[src/rtl/kphl_pkg.sv]
// Package: shared types and constants for the keyword perfect-hash lookup unit.
`timescale 1ns / 1ps
package kphl_pkg;

    // Table geometry; bucket and slot select take the low hash bits
    localparam int BUCKETS     = 128;
    localparam int SLOTS       = 256;
    localparam int MAX_KEY_LEN = 16;

    localparam logic [63:0] FNV_BASIS = 64'hcbf29ce484222325;
    localparam logic [63:0] FNV_PRIME = 64'h00000100000001b3;
    localparam logic [63:0] FMIX_C1   = 64'hff51afd7ed558ccd;
    localparam logic [63:0] FMIX_C2   = 64'hc4ceb9fe1a85ec53;
    localparam int unsigned FMIX_SHIFT = 33;

    localparam logic [1:0] KIND_QUERY = 2'd0;
    localparam logic [1:0] KIND_SEED  = 2'd1;
    localparam logic [1:0] KIND_ENTRY = 2'd2;
    localparam logic [1:0] KIND_KEY   = 2'd3;

    // Multiplier operand select
    typedef enum logic [1:0] {
        t_MSEL_FNV = 2'd0,
        t_MSEL_C1  = 2'd1,
        t_MSEL_C2  = 2'd2
    } t_msel;

    // Commands from controller to datapath
    typedef struct packed {
        logic  load_item;    // capture the input item
        logic  fnv_xor;      // acc = hash ^ byte, buffer the byte
        logic  mul_start;    // start a 64x64 multiply on acc
        t_msel mul_sel;
        logic  mix_shift;    // acc ^= acc >> 33
        logic  acc_from_hash;
        logic  hash_from_acc;
        logic  save_h;       // keep finalized hash, read seed
        logic  acc_from_hseed;
        logic  save_slot;    // latch slot, read entry
        logic  cmp_clear;
        logic  cmp_step;     // compare one key byte
        logic  emit;
        logic  clear_lex;
    } t_cmd;

    // Status from datapath to controller
    typedef struct packed {
        logic mul_done;
        logic is_query;
        logic is_last;
        logic cmp_done;
    } t_sts;

endpackage

[src/rtl/kphl_ctrl.sv]
// Controller: sequences hashing, finalization, probing and key compare.
`timescale 1ns / 1ps
module kphl_ctrl
    import kphl_pkg::*;
(
    input  logic i_clk,
    input  logic i_rst_n,
    input  logic i_start,
    input  t_sts i_sts,
    output logic o_busy,
    output t_cmd o_cmd
);

    typedef enum logic [4:0] {
        S_IDLE, S_DECODE, S_FNV_MUL, S_FNV_WAIT, S_F1_LOAD, S_F1_SH0, S_F1_M1,
        S_F1_W1, S_F1_SH1, S_F1_M2, S_F1_W2, S_F1_SH2, S_SEED, S_F2_LOAD,
        S_F2_SH0, S_F2_M1, S_F2_W1, S_F2_SH1, S_F2_M2, S_F2_W2, S_F2_SH2,
        S_SLOT, S_ENTRY, S_CMP, S_EMIT
    } t_state;

    t_state r_state, n_state;
    t_cmd   c;

    // Next state and commands
    always_comb begin
        n_state = r_state;
        c = '0;
        c.mul_sel = t_MSEL_FNV;
        case (r_state)
            S_IDLE: begin
                if (i_start) begin
                    c.load_item = 1'b1;
                    n_state = S_DECODE;
                end
            end
            S_DECODE: begin
                if (i_sts.is_query) begin
                    c.fnv_xor = 1'b1;
                    n_state = S_FNV_MUL;
                end else begin
                    n_state = S_IDLE;
                end
            end
            S_FNV_MUL: begin
                c.mul_start = 1'b1;
                c.mul_sel = t_MSEL_FNV;
                n_state = S_FNV_WAIT;
            end
            S_FNV_WAIT: begin
                if (i_sts.mul_done) begin
                    c.hash_from_acc = 1'b1;
                    n_state = i_sts.is_last ? S_F1_LOAD : S_IDLE;
                end
            end
            S_F1_LOAD: begin c.acc_from_hash = 1'b1; n_state = S_F1_SH0; end
            S_F1_SH0:  begin c.mix_shift = 1'b1; n_state = S_F1_M1; end
            S_F1_M1: begin
                c.mul_start = 1'b1; c.mul_sel = t_MSEL_C1; n_state = S_F1_W1;
            end
            S_F1_W1:  begin if (i_sts.mul_done) n_state = S_F1_SH1; end
            S_F1_SH1: begin c.mix_shift = 1'b1; n_state = S_F1_M2; end
            S_F1_M2: begin
                c.mul_start = 1'b1; c.mul_sel = t_MSEL_C2; n_state = S_F1_W2;
            end
            S_F1_W2:  begin if (i_sts.mul_done) n_state = S_F1_SH2; end
            S_F1_SH2: begin c.mix_shift = 1'b1; n_state = S_SEED; end
            S_SEED:   begin c.save_h = 1'b1; n_state = S_F2_LOAD; end
            S_F2_LOAD: begin c.acc_from_hseed = 1'b1; n_state = S_F2_SH0; end
            S_F2_SH0: begin c.mix_shift = 1'b1; n_state = S_F2_M1; end
            S_F2_M1: begin
                c.mul_start = 1'b1; c.mul_sel = t_MSEL_C1; n_state = S_F2_W1;
            end
            S_F2_W1:  begin if (i_sts.mul_done) n_state = S_F2_SH1; end
            S_F2_SH1: begin c.mix_shift = 1'b1; n_state = S_F2_M2; end
            S_F2_M2: begin
                c.mul_start = 1'b1; c.mul_sel = t_MSEL_C2; n_state = S_F2_W2;
            end
            S_F2_W2:  begin if (i_sts.mul_done) n_state = S_F2_SH2; end
            S_F2_SH2: begin c.mix_shift = 1'b1; n_state = S_SLOT; end
            S_SLOT:   begin c.save_slot = 1'b1; n_state = S_ENTRY; end
            S_ENTRY:  begin c.cmp_clear = 1'b1; n_state = S_CMP; end
            S_CMP: begin
                if (i_sts.cmp_done) n_state = S_EMIT;
                else c.cmp_step = 1'b1;
            end
            S_EMIT: begin
                c.emit = 1'b1;
                c.clear_lex = 1'b1;
                n_state = S_IDLE;
            end
            default: n_state = S_IDLE;
        endcase
    end

    // Hold state
    always_ff @(posedge i_clk) begin
        if (!i_rst_n) begin
            r_state <= S_IDLE;
        end else begin
            r_state <= n_state;
        end
    end

    assign o_busy = (r_state != S_IDLE);
    assign o_cmd  = c;

endmodule

[config.mk]
export PLATFORM = sky130hd
export DESIGN_NAME = kphl_ctrl
export DESIGN_NICKNAME = d
export VERILOG_FILES = /design/src/rtl/kphl_pkg.sv /design/src/rtl/kphl_ctrl.sv
export SDC_FILE = /design/constraint.sdc
export NUM_CORES = 1
export LEC_CHECK = 0
export BUFFER_PORTS_ARGS = -buffer_cell sky130_fd_sc_hd__buf_2
export CORE_AREA = 2 2 39 41
export DETAILED_ROUTE_END_ITERATION = 6
export DIE_AREA = 0 0 41 43
export GPL_TIMING_DRIVEN = 0
export MAX_ROUTING_LAYER = met4
export PLACE_DENSITY = 0.76
export SLEW_MARGIN = 25
export SYNTH_ARGS = -nofsm -noshare
export SYNTH_HDL_FRONTEND = slang
export SYNTH_SLANG_ARGS = --single-unit
[constraint.sdc]
create_clock -name i_clk -period 3.8 [get_ports i_clk]
set_input_delay 0.57 -clock i_clk [delete_from_list [all_inputs] [get_ports i_clk]]
set_output_delay 0.57 -clock i_clk [all_outputs]
set_load 0.02 [all_outputs]
Word level (Yosys, flattened, before mapping)

Index checks and enable logic that the tools add are counted.

Bits of input ports: 7
Register bits: 5
Logic and storage cells: 64
Output and inout port bits: 16

Equality and inequality tests: 31
Reduce and logical (&&, ||, !) cells: 6
Muxes and demuxes: 26

Operator list:

| cell               | count |
|---|---|
| $pmux 5 s24        | 1 |
| $eq 5x5->1 const B | 9 |
| $eq 5x4->1 const B | 8 |
| $mux 5             | 7 |
| $eq 5x3->1 const B | 4 |
| $mux 1             | 14 |
| $ne 2x2->1 const B | 7 |
| $eq 5x2->1 const B | 2 |
| $pmux 3 s3         | 1 |
| $reduce_and 7->1   | 1 |
| $reduce_or 6->1    | 1 |
| $eq 5x1->1 const B | 1 |
| $logic_not 5->1    | 1 |
| $reduce_bool 5->1  | 1 |
| $mux 2             | 2 |
| $reduce_or 2->1    | 2 |
| $mux 3             | 1 |

Depth between registers and ports, before layout

Depth in word-level cells: 3
Mapped depth: 6
Mapped depth without buffers: 5

Worst setup path before layout

Ideal clock, no wire load.

Kind: register to output
Start point: register r_state[3]
End point: output o_cmd[13] (netlist bit)
Setup slack: 1.610 ns
Path buffers: 0
Data required time: 3.230 ns
Cell stages (with the launch flop): 3
Arrival time: 1.620 ns
Path through: dfxtp_1 -> or3b_2 -> nor4b_1

RTL lines:

| what                     | RTL line         | text |
|---|---|---|
| start: declaration       | kphl_ctrl.sv:21  | `t_state r_state, n_state;` |
| start signal: assignment | kphl_ctrl.sv:100 | `r_state <= n_state;` |
| end: declaration         | kphl_ctrl.sv:11  | `output t_cmd o_cmd` |

==> run summary <==
The worst path in the final design needs a cycle of 2290 ps, including I/O delays and setup. The final layout contains 119 nets. Cells fill 55.2% of the core in the end. The worst hold path belongs to the class input pin to flip-flop.

The most area-hungry cell type in the Yosys netlist is dfxtp_1. STA classifies the critical path startpoint as a flip-flop. Static leakage power: 0.000326 µW. Setup repair after global routing left no endpoint under its margin. H-tree depth reported by CTS: 1. Initial antenna violation count: 0. The peak supply drop was 0.226 mV. Relative to the synthesized area, the layout overhead comes to 25.7%.

The first routing iteration left 23 violations. The signal on the critical path passes through buf_2 > buf_1 > nand3_1 > o21ai_0 > nand3b_1 > o21ai_0 > buf_2. The dominant register cell in the synthesized netlist is dfxtp_1. The final route contains 726 vias.

The number of setup buffers added after CTS is 0. Hold repair after CTS inserted 0 buffers. After routing, the total negative slack on setup checks comes to 0 ps.

The logs give 3230 ps for the required time at the worst-slack endpoint and 5 for the number of clock sinks. Worst setup path category: flip-flop to output pin. The summed area of non-filler cells in the final layout was 764 µm²; the total detailed-routing wirelength was 1580 µm. The post-CTS clock slew at the launch and capture registers of the worst setup and hold paths is 40 ps, and the final number of hold-violating endpoints is 0. The routed via count divided by cell count came out at 5.72.

The post-detailed-route DRC marker count is 0, and the number of primary I/O pins is 23. By area the synthesized netlist is led by dfxtp_1, nand2_1, nor2_1, a21oi_1, nor3_1. Once routing completed, OpenROAD measured the worst setup slack at 1510 ps. The transition time at the pin with the least slew margin came out at 476 ps. The worst-path maximum fanout works out to 10. In the final layout, the registers with the most flip-flops are r_state: 5 flops. The congestion estimate from routability-driven global placement came to 0.774. The remaining antenna violation count after routing was 0; the number of flops mapped to enable cells by yosys was 0. The slowest library cell on the worst path was buf_1.

The clock arrives with 6.52 ps of skew. Max-cap violations in this run came to 0. The first global-routing pass estimated 2420 µm of wire.

The worst-skew pair later-pin latency came out at 230 ps. The count of input and output buffers is 22, and the total core area is 0.00138 mm². The die boundary height is 43 µm, and the number of buffers created by CTS is 3.

The endpoint kind of the worst setup timing path was an output pin. The logs give 1220 µm for the sum of net half-perimeters after detailed placement and 16.5% for the portion of the post-synthesis area used by sequential elements. The maximum number of pins on one net before global-route repair came out at 11. The root buffer cell chosen for the clock tree is clkbuf_4. The tools report the summed instance area of the synthesized netlist as 608 µm². For the aggregate global routing overflow, the log shows 0.

The final number of max-transition violations is 0, and the placed cell area is 738 µm². Measured against its own limit, the worst slew margin works out to 68.3%. The count of warnings emitted by yosys is 0, and the area enclosed by the die boundary is 0.00176 mm². The share of synthesized area in the top cell type comes to 16.5%. Synthesis produced a netlist with a net count of 92. The commonest cells after synthesis are nand2_1, nor2_1, a21oi_1, nor3_1, dfxtp_1.

The origin of the worst min-delay path was i_rst_n. The share of post-route cells with drive strength above 1 was 36.0%. Prior to clock tree synthesis, the placed netlist has a worst setup slack of 1760 ps.

The origin of the critical flop-to-flop path is r_state[1]. The post-detailed-route wirelength per cell came out at 12.4 µm. Once the floorplan was initialized, standard cells occupied 43.9% of the core. The worst hold slack across all endpoints is 658 ps. The fraction of the cycle the final worst path needs came out at 60.3%. For the number of cells produced by synthesis, the log shows 85.

TritonCTS built the clock tree. The ratio of total power to cell area is 226 mW/mm². The final number of setup-violating endpoints is 0, and the post-synthesis register bit count is 5. The highest clock rate was 0.437 GHz; the row count was 14. The run finished with clean final reports.

For the worst setup path, the data arrival time is 1720 ps. For this run, asynchronously set or reset flops after synthesis account for 0%. The post-synthesis area per instance was 7.15 µm². Global routing consumed, over all layers together, 19.1% of the routing resources.

r_state holds more flip-flops than any other register. The critical path's largest stage delay is 370 ps, and the first-pass iteration count of the detailed router is 4. For the count of unique library cells instantiated by Yosys, the log shows 39. Counting along the longest clock path gives a buffer depth of 2. Number of diodes: 0.

The number of global-route vias before repair is 553, and the flip-flop count of the largest register, all copies and words added is 5. The die is 41 µm wide. The most critical setup path has its startpoint at r_state[2].

In this run, post-CTS repair resized a total of 0 instances.
cells in the final DEF (no fill, tap or decap), drive strengths merged:
cell / n
or3: 1
and2: 1
a211oi: 1
xnor2: 1
nor3: 8
o41ai: 1
clkbuf: 7
dfxtp: 5
and3: 1
buf: 28
o22ai: 2
nor4b: 1
or2b: 2
a32o: 1
nor3b: 2
nand2: 9
o211a: 1
o32ai: 2
mux2: 2
or3b: 3
o31a: 1
nor4: 1
nor4bb: 1
nand2b: 3
inv: 1
nor2: 9
nand3: 2
o21ai: 5
nand3b: 3
a21oi: 6
power by group:
group | leakage (µW) | internal, µW | switching [µW]
Combinational | 0.000270 | 23.3 | 34.6
Clock | 0.0000150 | 39.5 | 19.0
Sequential | 0.0000406 | 54.8 | 1.72
final cells by class:
cell class                 instances  area (µm²)
buffer                             9        47.5
inverter                           1        3.75
fill                             138         619
clock buffer                       4        26.3
tap                               16        20.0
timing repair buffer              22         110
sequential                         5         100
multi-input combinational         70         457
metrics by stage:
| step | total power [µW] | cells |
|---|---|---|
| 5_1_grt | 183 | 127 |
| 3_3_place_gp | 115 | 123 |
| 3_5_place_dp | 115 | 123 |
| 6_report | 173 | 127 |
| 2_1_floorplan | 99.2 | 85 |
| 4_1_cts | 174 | 127 |
critical path: cells and delay by family, from the launching register on:
| family | cells | cell delay [ps] |
|---|---|---|
| AO/OA/AOI/OAI | 2 | 170 |
| AND/OR/NAND/NOR | 2 | 200 |
| buffers and inverters | 3 | 780 |
| flip-flops | 1 | 340 |
kinds of logic (layout without fill, tap and decap cells):
group	count (synthesis)	after routing	share of synthesized area, %
and+or+nand+nor	47	47	44.9
buffers and inverters	10	36	8.44
DFF	5	5	16.5
AOI/OAI and AO/OA	20	20	25.1
xor gates and xnor gates	1	1	1.44
muxes	2	2	3.70
per-layer routing:
layer | wire length, µm | GRT usage (%) | vias to the layer above
met1 | 730 | 28.6 | 348
met5 | 0 | - | -
met4 | 0 | 2.00 | 0
met3 | 47 | 1.57 | 0
li1 | - | - | 363
met2 | 801 | 28.4 | 15
path summary, 6_finish.rpt:
check                     to  slack, ps  cells after the start
setup reg to reg  r_state[3]       2220                      6
hold / removal    r_state[4]        660                      2
hold reg to reg   r_state[4]        780                      3
setup / recovery   o_cmd[12]       1510                      7
Power figures use the tool's default switching activity.
